===== src/sv/bhrs_pkg.sv =====
// ----------------------------------------------------------------------------
// bhrs_pkg
// Shared types, constants and codes for the B-tree hint range search block.
// ----------------------------------------------------------------------------
package bhrs_pkg;

	// table size and slot index width
	localparam int HINT_COUNT = 16;
	localparam int SLOT_BITS  = 12;

	// fixed widths of the item fields
	localparam int KEY_W   = 32;
	localparam int ENTRY_W = 4;
	localparam int MODE_W  = 2;

	// position within the table, wide enough to hold HINT_COUNT itself
	localparam int POS_W = $clog2(HINT_COUNT + 1);

	// slot spacing divisor and its reciprocal (exact for every SLOT_BITS-bit count)
	localparam int DIST_DIV    = HINT_COUNT + 1;
	localparam int DIV_LOG     = $clog2(DIST_DIV);
	localparam int RECIP_SHIFT = SLOT_BITS + DIV_LOG;
	localparam int RECIP_W     = SLOT_BITS + 1;
	localparam int RECIP       = ((1 << RECIP_SHIFT) + DIST_DIV - 1) / DIST_DIV;
	localparam int PROD_W      = SLOT_BITS + RECIP_W;

	// largest node that does not use the hints
	localparam int SMALL_LIMIT = 2 * HINT_COUNT;

	typedef enum logic [0:0] {
		OP_QUERY = 1'b0,
		OP_WRITE = 1'b1
	} op_t;

	typedef enum logic [MODE_W-1:0] {
		MODE_OFF    = 2'd0,
		MODE_SCALAR = 2'd1,
		MODE_VECTOR = 2'd2
	} mode_t;

	// per-entry compare flags against the searched key
	typedef struct packed {
		logic [HINT_COUNT-1:0] ge;
		logic [HINT_COUNT-1:0] ne;
	} hint_cmp_t;

	// one result
	typedef struct packed {
		logic [SLOT_BITS-1:0] lower_bound;
		logic                 lower_valid;
		logic [SLOT_BITS-1:0] upper_bound;
		logic                 upper_valid;
	} bound_t;

endpackage


===== src/sv/bhrs_hint_table.sv =====
// ----------------------------------------------------------------------------
// bhrs_hint_table
// Register table of sampled key heads with parallel compare against a key.
// ----------------------------------------------------------------------------
module bhrs_hint_table
	import bhrs_pkg::*;
(
	input  logic               clk,
	input  logic               write_en,
	input  logic [ENTRY_W-1:0] write_index,
	input  logic [KEY_W-1:0]   write_value,
	input  logic [KEY_W-1:0]   key,
	output hint_cmp_t          cmp
);

	logic [KEY_W-1:0] entry_q [HINT_COUNT];

	// entry write, indexes past the table are dropped
	always_ff @(posedge clk) begin
		for (int i = 0; i < HINT_COUNT; i++) begin
			if (write_en && (32'(write_index) == i)) begin
				entry_q[i] <= write_value;
			end
		end
	end

	// parallel compare of every entry
	always_comb begin
		for (int i = 0; i < HINT_COUNT; i++) begin
			cmp.ge[i] = (entry_q[i] >= key);
			cmp.ne[i] = (entry_q[i] != key);
		end
	end

endmodule


===== src/sv/bhrs_range_calc.sv =====
// ----------------------------------------------------------------------------
// bhrs_range_calc
// Finds the first entry at or above the key and the first later differing
// entry, then scales both positions by the slot spacing.
// ----------------------------------------------------------------------------
module bhrs_range_calc
	import bhrs_pkg::*;
(
	input  hint_cmp_t            cmp,
	input  logic                 enable,
	input  mode_t                mode,
	input  logic [SLOT_BITS-1:0] spacing,
	output bound_t               result
);

	logic [POS_W-1:0]           pos;
	logic [POS_W-1:0]           pos2;
	logic [POS_W-1:0]           pos2_inc;
	logic                       pos_found;
	logic                       pos2_found;
	logic [HINT_COUNT-1:0]      at_or_after;
	logic [POS_W+SLOT_BITS-1:0] lo_prod;
	logic [POS_W+SLOT_BITS-1:0] hi_prod;
	logic                       search_on;
	logic                       produce;

	// first entry at or above the key
	always_comb begin
		pos       = POS_W'(HINT_COUNT);
		pos_found = 1'b0;
		for (int i = 0; i < HINT_COUNT; i++) begin
			if (cmp.ge[i] && !pos_found) begin
				pos       = POS_W'(i);
				pos_found = 1'b1;
			end
		end
	end

	// entries at or after pos, as a running or of the ge flags
	always_comb begin
		at_or_after[0] = cmp.ge[0];
		for (int i = 1; i < HINT_COUNT; i++) begin
			at_or_after[i] = at_or_after[i-1] | cmp.ge[i];
		end
	end

	// first entry at or after pos that differs from the key
	always_comb begin
		pos2       = POS_W'(HINT_COUNT);
		pos2_found = 1'b0;
		for (int i = 0; i < HINT_COUNT; i++) begin
			if (cmp.ne[i] && at_or_after[i] && !pos2_found) begin
				pos2       = POS_W'(i);
				pos2_found = 1'b1;
			end
		end
	end

	// scale positions by the spacing
	assign pos2_inc = pos2 + POS_W'(1);
	assign lo_prod  = (POS_W+SLOT_BITS)'(pos) * (POS_W+SLOT_BITS)'(spacing);
	assign hi_prod  = (POS_W+SLOT_BITS)'(pos2_inc) * (POS_W+SLOT_BITS)'(spacing);

	// vector mode gives nothing when no entry is at or above the key
	always_comb begin
		case (mode)
			MODE_SCALAR: search_on = 1'b1;
			MODE_VECTOR: search_on = pos_found;
			default:     search_on = 1'b0;
		endcase
	end

	assign produce = enable && search_on;

	always_comb begin
		result.lower_valid = produce;
		result.lower_bound = produce ? lo_prod[SLOT_BITS-1:0] : '0;
		result.upper_valid = produce && pos2_found;
		result.upper_bound = (produce && pos2_found) ? hi_prod[SLOT_BITS-1:0] : '0;
	end

endmodule


===== src/sv/btree_hint_range_search.sv =====
// ----------------------------------------------------------------------------
// btree_hint_range_search
// Hint table for one B-tree node that narrows the binary-search range of a
// key lookup. Write transactions load table entries, query transactions
// return lower and upper slot bounds with valid flags.
//
//   channel | signals                           | direction
//   --------+-----------------------------------+----------
//   in      | in_valid/in_ready + item fields   | input
//   out     | out_valid/out_ready + bounds      | output
//   cfg     | cfg_write_en, cfg_write_data      | input
//
// One transaction per cycle sustained while out_ready stays high; each passes
// through the input register, then the result register.
// The slot spacing is computed into the input register; compares, position
// search and scaling run between the input and result registers.
// Reset clears the valid flags and sets search mode to scalar; table entries
// are undefined until written.
// A stalled result holds; one more transaction waits in the input register.
// ----------------------------------------------------------------------------
module btree_hint_range_search
	import bhrs_pkg::*;
(
	input  logic                 clk,
	input  logic                 arst_n,
	input  logic                 cfg_write_en,
	input  logic [MODE_W-1:0]    cfg_write_data,
	input  logic                 in_valid,
	output logic                 in_ready,
	input  logic                 operation,
	input  logic [ENTRY_W-1:0]   entry_index,
	input  logic [KEY_W-1:0]     entry_value,
	input  logic [KEY_W-1:0]     search_key,
	input  logic [SLOT_BITS-1:0] slot_count,
	output logic                 out_valid,
	input  logic                 out_ready,
	output logic [SLOT_BITS-1:0] lower_bound,
	output logic                 lower_valid,
	output logic [SLOT_BITS-1:0] upper_bound,
	output logic                 upper_valid
);

	mode_t                mode_q;
	logic                 valid_s1;
	op_t                  op_s1;
	logic [ENTRY_W-1:0]   index_s1;
	logic [KEY_W-1:0]     value_s1;
	logic [KEY_W-1:0]     key_s1;
	logic [SLOT_BITS-1:0] spacing_s1;
	logic                 big_s1;
	logic                 valid_s2;
	bound_t               result_s2;

	logic                 advance;
	logic                 accept;
	logic [PROD_W-1:0]    spacing_prod;
	hint_cmp_t            cmp;
	bound_t               result;

	// search mode register
	always_ff @(posedge clk or negedge arst_n) begin
		if (!arst_n) begin
			mode_q <= MODE_SCALAR;
		end else if (cfg_write_en) begin
			mode_q <= mode_t'(cfg_write_data);
		end
	end

	// handshake
	assign advance  = valid_s1 && (!valid_s2 || out_ready);
	assign in_ready = !valid_s1 || advance;
	assign accept   = in_valid && in_ready;

	// slot spacing by reciprocal multiply
	assign spacing_prod = PROD_W'(slot_count) * PROD_W'(RECIP);

	// input register
	always_ff @(posedge clk or negedge arst_n) begin
		if (!arst_n) begin
			valid_s1 <= 1'b0;
		end else if (in_ready) begin
			valid_s1 <= in_valid;
		end
	end

	always_ff @(posedge clk) begin
		if (accept) begin
			op_s1      <= op_t'(operation);
			index_s1   <= entry_index;
			value_s1   <= entry_value;
			key_s1     <= search_key;
			spacing_s1 <= SLOT_BITS'(spacing_prod[PROD_W-1:RECIP_SHIFT]);
			big_s1     <= (32'(slot_count) > SMALL_LIMIT);
		end
	end

	// table, written as the write transaction leaves the input register
	bhrs_hint_table u_table (
		.clk         (clk),
		.write_en    (advance && (op_s1 == OP_WRITE)),
		.write_index (index_s1),
		.write_value (value_s1),
		.key         (key_s1),
		.cmp         (cmp)
	);

	bhrs_range_calc u_calc (
		.cmp     (cmp),
		.enable  ((op_s1 == OP_QUERY) && big_s1),
		.mode    (mode_q),
		.spacing (spacing_s1),
		.result  (result)
	);

	// result register
	always_ff @(posedge clk or negedge arst_n) begin
		if (!arst_n) begin
			valid_s2 <= 1'b0;
		end else if (advance) begin
			valid_s2 <= 1'b1;
		end else if (out_ready) begin
			valid_s2 <= 1'b0;
		end
	end

	always_ff @(posedge clk) begin
		if (advance) begin
			result_s2 <= result;
		end
	end

	assign out_valid   = valid_s2;
	assign lower_bound = result_s2.lower_bound;
	assign lower_valid = result_s2.lower_valid;
	assign upper_bound = result_s2.upper_bound;
	assign upper_valid = result_s2.upper_valid;

endmodule


===== config.mk =====
export PLATFORM = sky130hd
export DESIGN_NAME = btree_hint_range_search
export DESIGN_NICKNAME = d
export VERILOG_FILES = /design/src/sv/bhrs_pkg.sv /design/src/sv/bhrs_hint_table.sv /design/src/sv/bhrs_range_calc.sv /design/src/sv/btree_hint_range_search.sv
export SDC_FILE = /design/constraint.sdc
export NUM_CORES = 1
export LEC_CHECK = 0
export CORE_AREA = 4 4 376 378
export DETAILED_ROUTE_END_ITERATION = 12
export DIE_AREA = 0 0 380 382
export DONT_BUFFER_PORTS = 1
export GPL_TIMING_DRIVEN = 0
export SLEW_MARGIN = 15
export SYNTH_ARGS = -nofsm -noshare
export SYNTH_HDL_FRONTEND = slang
export SYNTH_SLANG_ARGS = --single-unit

===== constraint.sdc =====
create_clock -name clk -period 11.1 [get_ports clk]
set_clock_uncertainty 0.05 [all_clocks]
set_input_delay 0 -clock clk [delete_from_list [all_inputs] [get_ports clk]]
set_output_delay 0 -clock clk [all_outputs]
set_load 0.005 [all_outputs]

Word-level counts from Yosys, hierarchy flattened. Memories as Yosys holds them, arrays and structs flattened. Index checks and enable logic that the tools add are counted. W data, S select, Z words.

Add/sub/neg operators: 1. Multipliers: 3. Magnitude comparators: 17. Equal/unequal tests: 33. Mux-type cells: 144. Bitwise gates (word level): 16. Reduce and logical (&&, ||, !) cells: 119.

Operator list (count): $ge A32 B32 Y1 (16); $ne A32 B32 Y1 (16); $mux W32 (15); $reduce_or A32 Y1 (15); $mux W5 (32); $mux W1 (81); $logic_and A1 B1 Y1 (68); $mux W4 (15); $eq A4 B4 Y1 const B (8); $logic_not A1 Y1 (32); $mul A12 B13 Y25 const B (1); $mul A5 B8 Y12 (2); $eq A4 B3 Y1 const B (4); $or A1 B1 Y1 (15); $gt A12 B6 Y1 const B (1); $eq A4 B2 Y1 const B (2); $add A5 B1 Y5 const B (1); $eq A4 B1 Y1 const B (1); $logic_not A4 Y1 (1); $eq A2 B1 Y1 const B (1); $eq A2 B2 Y1 const B (1); $logic_or A1 B1 Y1 (2); $pmux W1 S2 (1); $reduce_bool A2 Y1 (1); $not A1 Y1 (1).

Register bits: 108. RAM bits: 512. Bits of input ports: 88. Output and inout port bits: 28. Memories kept: 1.

Memories: u_table.entry_q (depth 16, bits a word 32, read ports 16, clocked after Yosys merged registers in 0, write ports 1, RTL line bhrs_hint_table.sv:16) `logic [KEY_W-1:0] entry_q [HINT_COUNT];`.

Depth between registers and ports, before layout. Gate-level depths: netlist of the first run. An unclocked memory read counts as a cell.

Depth after elaboration: 51. Mapped depth: 35.

Hierarchy. A second synthesis of the first run with hierarchy kept.

Cell total of the unflattened synthesis: 2706. Area total of the unflattened synthesis: 35911.9 um^2.

Modules (own cells, without submodules): bhrs_hint_table (instances 1, cells each 1845, area an instance 26484.2 um^2); btree_hint_range_search (instances 1, cells each 411, area an instance 5987.0 um^2); bhrs_range_calc (instances 1, cells each 450, area an instance 3440.8 um^2).

Least setup slack after synthesis of the first run. OpenSTA, ideal clock, no wires.

Path kind: reg-to-reg. Start: register key_s1[26]. End: register result_s2, in the netlist upper_bound[11] (data pin). Library setup time: 0.152 ns. Data arrival time: 7.895 ns. Data required time: 10.898 ns. Setup slack: 3.003 ns. Cell stages (with the launch flop): 33. Clock period less this slack: 8.097 ns. Cells stage by stage: edfxtp_1 -> inv_1 -> ha_1 -> and4_4 -> a221o_1 -> a221o_1 -> nor3_4 -> nand4_2 -> or4_1 -> nor2_1 -> o21bai_1 -> a31o_2 -> nor2_1 -> inv_1 -> ha_1 -> xnor2_1 -> nand2b_1 -> fa_1 -> fa_1 -> fa_1 -> inv_1 -> ha_1 -> a21o_1 -> a21o_1 -> a21oi_1 -> nor2b_1 -> o21a_1 -> o21ai_0 -> nand2b_1 -> a21oi_1 -> xnor2_1 -> or4_1 -> a31oi_1.

Word-level cells in the longest chain between the ends: 50. Elaborated cells between the ends (all ways): 176. Classes of those cells: add/sub (1); mul (1); order compare (16); eq/ne (16); mux (49); bitwise (15); reduce/logical (78).

Ends and longest elaborated chain: start, declared (RTL line btree_hint_range_search.sv:48) `logic [KEY_W-1:0] key_s1;`; start signal, assigned (RTL line btree_hint_range_search.sv:91) `key_s1 <= search_key;`; $ge A32 B32 Y1 or $ne A32 B32 Y1 (tied branches) (RTL line bhrs_hint_table.sv:30, bhrs_hint_table.sv:31); $logic_and A1 B1 Y1 or $mux W1 (tied branches) (RTL line bhrs_range_calc.sv:52, bhrs_range_calc.sv:32); $mux W1 or $logic_not A1 Y1 (tied branches) (RTL line bhrs_range_calc.sv:52, bhrs_range_calc.sv:32); $logic_not A1 Y1 or $logic_and A1 B1 Y1 (tied branches) (RTL line bhrs_range_calc.sv:52, bhrs_range_calc.sv:32); $logic_and A1 B1 Y1 or $mux W1 (tied branches) (RTL line bhrs_range_calc.sv:52, bhrs_range_calc.sv:32); $mux W1 or $logic_not A1 Y1 (tied branches) (RTL line bhrs_range_calc.sv:52, bhrs_range_calc.sv:32); $logic_not A1 Y1 or $logic_and A1 B1 Y1 (tied branches) (RTL line bhrs_range_calc.sv:52, bhrs_range_calc.sv:32); $logic_and A1 B1 Y1 or $mux W1 (tied branches) (RTL line bhrs_range_calc.sv:52, bhrs_range_calc.sv:32); [... 34 more ...]; $logic_not A1 Y1 or $logic_and A1 B1 Y1 (tied branches) (RTL line bhrs_range_calc.sv:52, bhrs_range_calc.sv:32); $logic_and A1 B1 Y1 or $mux W1 (tied branches) (RTL line bhrs_range_calc.sv:52, bhrs_range_calc.sv:32); $mux W1 or $logic_not A1 Y1 (tied branches) (RTL line bhrs_range_calc.sv:52, bhrs_range_calc.sv:32); $logic_not A1 Y1 or $logic_and A1 B1 Y1 (tied branches) (RTL line bhrs_range_calc.sv:52, bhrs_range_calc.sv:32); $logic_and A1 B1 Y1 or $mux W1 (tied branches) (RTL line bhrs_range_calc.sv:52, bhrs_range_calc.sv:32); $mux W5 or $pmux W1 S2 (tied branches) (RTL line bhrs_range_calc.sv:52, bhrs_range_calc.sv:66); $add A5 B1 Y5 or $logic_and A1 B1 Y1 (tied branches) (RTL line bhrs_range_calc.sv:60, bhrs_range_calc.sv:73); $mul A5 B8 Y12 or $logic_and A1 B1 Y1 (tied branches) (RTL line bhrs_range_calc.sv:62, bhrs_range_calc.sv:79); end signal, assigned (RTL line btree_hint_range_search.sv:128) `result_s2 <= result;`; end, declared (RTL line btree_hint_range_search.sv:52) `bound_t result_s2;`.

Parallel ways exist; a longest one is shown, timed or not. A chain may end at the register's enable or synchronous reset.

Worst setup path after layout of the first run.
Start: register key_s1[31]. End: register result_s2, in the netlist upper_bound[11] (data pin).

Same word-level chain as after synthesis.

==> results_dict.tcl, run 1 <==
set metrics [dict create \
    yosysTopAreaCell "edfxtp_1" \
    ys_ff_latch 620 \
    vias 23278 \
    netlist_top_cells_area "edfxtp_1 52%, ha_1 22%, fa_1 4.4%" \
    hold_slack_ps 25.4 \
    required_ps 11460 \
    hold_violations 0 \
    period_share_pct 93.3 \
    ys_warn_count 0 \
    syn_inst 2725 \
    maxCapViolations 0 \
    slew_headroom_pct 20.8 \
    async_reset_ff_share_pct 0.645 \
    track_usage_pct 13.4 \
    ioPinCount 116 \
    routedWlPerCell_um 20.3 \
    grt_overflow_total 0 \
    final_cell_area_sq_mm 0.0426 \
    ctsRootBufferMaster "clkbuf_16" \
    drc 0 \
    syn2layout_area_growth_pct 19.1 \
    viasPerCell 4.81 \
    cp-end-kind "flop" \
    final_util_pct 31.0 \
    crit_fanout 16 \
    max_stage_delay_ps 580 \
    slew_viol_final 0 \
    rsz0062_at_grt "no" \
    cts-htree-levels 3 \
    die_h_um 382 \
    syn-cell-area_sq_mm 0.0357 \
    avgSynthCellArea_sq_um 13.1 \
    finalCriticalPeriod_ps 10360 \
    place_area_sq_mm 0.0386 \
    nets 3786 \
    clock.fmax_mhz 96.5 \
    yosys.cell_count.top_type "ha_1" \
    powerDensity_mw_per_mm2 146 \
    grt_max_degree 45 \
    antenna_found_initial 4 \
    critPathKind "reg2reg" \
    place_congestion 0.932 \
    cts_tree "built" \
    initial_core_util_pct 26.0 \
    grt_pass1_vias 23889 \
    outcome "complete, no violations" \
    insertion_delay_ps 620 \
    arrival_ps 10720 \
    holdCritPathClass "in2reg" \
    clk_path_buf_depth 3 \
    cts.sinks 620 \
    hpwlAfterDp_um 68600 \
    fin_setup_tns_ps 0 \
    postRouteAntennaNets 0 \
    synth_edf_count 616 \
    dp_slack_ps 75.2 \
    yosysSeqAreaShare_pct 52.0 \
    numCtsBuffers 72 \
    netlist.area_leader.share_pct 51.8 \
    setup_slack_ps 741 \
    die_w_um 380 \
    dieArea_sq_mm 0.145 \
    drtPass1Iterations 6 \
    grt_first_pass_wirelength_um 147000 \
    synthFlopType "edfxtp_1" \
    drt_iter0_drc 1555 \
    drt_wl_total_um 98300 \
    cts.clk_slew.worst_paths_ps 60 \
    drive_above_1_share_pct 6.94 \
    fill_cells 13614 \
    syn-num-nets 3525 \
    leakagePower_uw 0.0167 \
    rows 136 \
    slowest_stage "nor4_1" \
    netlist_top_cells_count "633 x ha_1, 616 x edfxtp_1, 215 x inv_1, 191 x a21oi_1, 135 x nand2_1" \
    cp-start-kind "flop" \
    irDropWorstVdd_mv 0.125 \
    core_region_area_sq_mm 0.137 \
    finalSetupViolations 0 \
    synth.distinct_cells 78 \
    tightest_slew_ps 1180 \
    io_buffers 0 \
]
## path summary, 6_finish.rpt
| kind | end | cells after the start | from | slack (ps) |
|---|---|---|---|---|
| worst max-delay path | upper_bound[11] | 32 | key_s1[31] | 740 |
| worst min register to register | out_valid | 1 | valid_s1 | 480 |
| worst max register to register | upper_bound[11] | 32 | key_s1[31] | 740 |
| max in group asynchronous | mode_q[0] | 2 | arst_n | 10610 |
| min in group asynchronous | valid_s1 | 2 | arst_n | 150 |
| worst min-delay path | key_s1[15] | 1 | search_key[15] | 30 |
## stage by stage
stage / total power [uW] / cells
2_1_floorplan: 3530 / 2725
3_3_place_gp: 3840 / 4519
3_5_place_dp: 3870 / 4549
4_1_cts: 6300 / 4820
5_1_grt: 6570 / 4834
6_report: 6220 / 4836
## routing by layer
metal,track usage [%],vias up,wire length [um]
li1,-,10961,-
met1,17.5,11514,43200
met2,22.4,635,46300
met3,2.34,168,5410
met4,4.37,0,3370
met5,0,-,0
## logic make-up (layout without fill, tap and decap cells)
logic type | after synthesis | in the layout | share of synthesized area (%)
simple gates | 642 | 642 | 9.45
buf+inv | 226 | 541 | 2.38
other cells | 0 | 2 | 0
xor+xnor | 26 | 26 | 0.637
compound gates | 498 | 498 | 8.87
fa+ha+maj | 712 | 712 | 26.6
flops | 620 | 620 | 52.0
mux | 1 | 1 | 0.0315
## critical path: cells and delay by family (launching register included)
family                   cells  cell delay, ps
AO/OA/AOI/OAI               13            3380
adder cells (fa/ha/maj)      6            2610
AND/OR/NAND/NOR              8            2610
buffers and inverters        3             580
XOR/XNOR                     2             510
flip-flops                   1             380
## power breakdown
part / switching, uW / total (uW) / internal, uW
Sequential: 78.9 / 2740 / 2660
Combinational: 648 / 1130 / 478
Clock: 957 / 2350 / 1400
## flip-flops by register name, indices dropped and copies added (netlist names)
signal,cells
u_table.entry_q,512
key_s1,32
value_s1,32
lower_bound,12
upper_bound,12
spacing_s1,8
index_s1,4
mode_q,2
big_s1,1
lower_valid,1
op_s1,1
out_valid,1
upper_valid,1
valid_s1,1
## area by class of cell
cell class,count,area (sq um),share of cell area [%]
Buffer,10,38.8,0.0911
Multi-Input combinational cell,1879,16500,38.7
Tap cell,1794,2240,5.27
Clock buffer,89,1930,4.53
Sequential cell,620,18600,43.7
Clock inverter,39,384,0.903
Antenna cell,2,5.00,0.0118
Timing Repair Buffer,187,2020,4.76
Inverter,216,863,2.03
## cell usage in the layout (no fill, tap or decap), drive strengths merged, types with 10 or more instances in the layout
master / netlist / final
nand4: 109 / 109
clkinv: 0 / 23
buf: 1 / 38
inv: 216 / 205
nor3: 54 / 54
nand3: 60 / 60
a221oi: 11 / 11
ha: 633 / 633
xnor2: 21 / 21
nand2b: 28 / 28
o21a: 20 / 20
a21oi: 191 / 191
clkinvlp: 0 / 20
fa: 79 / 79
dlygate4sd3: 0 / 149
nor4: 25 / 25
a21boi: 10 / 10
and2: 37 / 37
or3: 11 / 11
nor2: 113 / 113
clkbuf: 9 / 99
nor2b: 30 / 30
edfxtp: 616 / 616
o211ai: 25 / 25
a21o: 52 / 52
a31oi: 10 / 10
a211oi: 22 / 22
nand2: 136 / 136
o21ai: 87 / 87
## repair_timing
item,in CTS,in global routing
setup endpoints to repair,0,1
endpoints found under the hold margin,139,6
resized for setup,0,17
setup buffers,0,7
hold buffers,143,6
(Power assumes the default switching activity.)
==> inputs of run 2 (changes only) <==
- BUFFER_PORTS_ARGS: default -> -buffer_cell sky130_fd_sc_hd__buf_2
- CORE_AREA: 4 4 376 378 -> 2 2 374 376
- DIE_AREA: 0 0 380 382 -> 0 0 376 378
- DONT_BUFFER_PORTS: 1 -> default
==> run 2 against run 1 <==
Net effect:
- wire length is 0.54% lower
- total power increased by 0.99%
- setup slack worse by 31 ps
- register-to-register slack got worse by 30 ps
- critical path depth is 1 higher
- clock power increased by 3%
- core utilization down 0.15 points
- first-iteration DRC count increased by 8.6%
- global-route usage increased by 0.36 points
- hold slack improved by 5.8 ps
- fmax is 0.29% lower
- non-clock buffer count is 61 higher
- critical path type unchanged
==> results_dict.tcl, run 2 (same netlist as run 1, synthesis figures left out) <==
set metrics [dict create \
    die_h_um 378 \
    drt_wl_total_um 97700 \
    maxCapViolations 0 \
    final_cell_area_sq_mm 0.0427 \
    arrival_ps 10790 \
    setup_slack_ps 710 \
    top_regs "u_table.entry_q x512, key_s1 x32, value_s1 x32" \
    endpoint "upper_bound[11]" \
    finalPower_uw 6280 \
    required_ps 11500 \
    period_share_pct 93.6 \
    postRouteAntennaNets 0 \
    path_common_cell "a21o_1" \
    grt_first_pass_wirelength_um 145000 \
    max_stage_delay_ps 680 \
    routedWlPerCell_um 19.9 \
    hpwlAfterDp_um 69000 \
    grt_overflow_total 0 \
    largest_reg_flops 512 \
    fill_cells 13705 \
    hold_slack_ps 31.2 \
    cts-htree-levels 3 \
    cp-start-kind "flop" \
    ctsRootBufferMaster "clkbuf_16" \
    r2r_cells 33 \
    cts_tree "built" \
    outcome "complete, no violations" \
    core_region_area_sq_mm 0.139 \
    initial_core_util_pct 25.8 \
    dieArea_sq_mm 0.142 \
    holdCritPathClass "in2reg" \
    nets 3847 \
    n_antenna_cell 0 \
    tightest_slew_ps 1220 \
    mostFrequentLayoutCells "633 x ha_1, 616 x edfxtp_1, 214 x inv_1, 191 x a21oi_1, 135 x nand2_1" \
    final_common_cell "ha_1" \
    irDropWorstVdd_mv 0.105 \
    grt_pass1_vias 23921 \
    numCtsBuffers 72 \
    cts.sinks 620 \
    reg2reg_to "upper_bound[11]" \
    finalSetupViolations 0 \
    powerDensity_mw_per_mm2 147 \
    drtPass1Iterations 5 \
    clk_path_buf_depth 3 \
    reg2reg_slack_ps 710 \
    cts.clk_slew.worst_paths_ps 60 \
    io_buffers 115 \
    finalCriticalPeriod_ps 10390 \
    vias 23346 \
    slowest_stage "inv_1" \
    reg2reg_from "key_s1[29]" \
    cp-end-kind "flop" \
    place_area_sq_mm 0.0392 \
    drive_above_1_share_pct 9.86 \
    dp_slack_ps 426 \
    rows 137 \
    syn2layout_area_growth_pct 19.4 \
    ioPinCount 116 \
    viasPerCell 4.75 \
    antenna_found_initial 2 \
    drc 0 \
    rsz0062_at_grt "no" \
    drt_iter0_drc 1688 \
    crit_start "key_s1[29]" \
    cts_setup_buffers 0 \
    place_congestion 0.931 \
    slew_viol_final 0 \
    leakagePower_uw 0.0170 \
    top_register "u_table.entry_q" \
    hold_violations 0 \
    insertion_delay_ps 650 \
    die_w_um 376 \
    crit_fanout 16 \
    track_usage_pct 13.7 \
    critPathKind "reg2reg" \
    clock.fmax_mhz 96.2 \
    grt_max_degree 39 \
    slew_headroom_pct 17.7 \
]
-- run 2: area by class of cell --
cell class,count,area [sq um],share of cell area [%]
Inverter,216,815,1.91
Buffer,10,38.8,0.0909
Clock inverter,48,524,1.23
Sequential cell,620,18600,43.6
Tap cell,1807,2260,5.30
Clock buffer,83,1860,4.37
Multi-Input combinational cell,1879,16500,38.6
Timing Repair Buffer,248,2110,4.94
-- run 2: report_power, final --
group	total, uW	switching, uW	internal (uW)
Sequential	2730	75.3	2660
Combinational	1130	652	480
Clock	2410	1010	1410
Total	6280	1730	4540
-- run 2: stage by stage --
step	utilization (%)	TNS [ps]	std cells
after global routing	30.8	0	4911
final	30.8	0	4911
after floorplan	-	0	2725
after global placement	27.9	-610	4647
after CTS	30.8	0	4911
after detailed placement	28.3	0	4678
-- run 2: worst min path at each step --
| stage | from | to | cells past startpoint | slack [ps] |
|---|---|---|---|---|
| global placement | arst_n | out_valid | 1 | -200 |
| CTS | search_key[20] | key_s1[20] | 2 | 0.4 |
| floorplan | arst_n | mode_q[1] | 0 | -350 |
| finish | entry_value[20] | value_s1[20] | 2 | 30 |
| detailed placement | arst_n | out_valid | 1 | -200 |
| global route | entry_value[16] | value_s1[16] | 2 | 20 |
-- run 2: layer usage --
metal	share of wire [%]	wire (um)	up-vias	global-route usage, %
met5	0.011	11	-	0
li1	-	-	11092	-
met3	5.8	5660	153	2.57
met4	3.3	3220	2	4.56
met2	48	47100	568	23.6
met1	43	41800	11531	17.2
-- run 2: repair_timing --
item / CTS / global route
hold buffers: 102 / 0
hold endpoints to repair: 93 / 0
gates resized for setup: 0 / 2
endpoints found under the setup margin: 0 / 1
-- run 2: worst max-delay path, delay by kind of cell (launching register included) --
family | cells | cell delay (ps)
XOR/XNOR | 2 | 530
buffers and inverters | 3 | 820
flip-flops | 1 | 360
AO/OA/AOI/OAI | 13 | 3050
adder cells (fa/ha/maj) | 6 | 2500
AND/OR/NAND/NOR | 9 | 2850
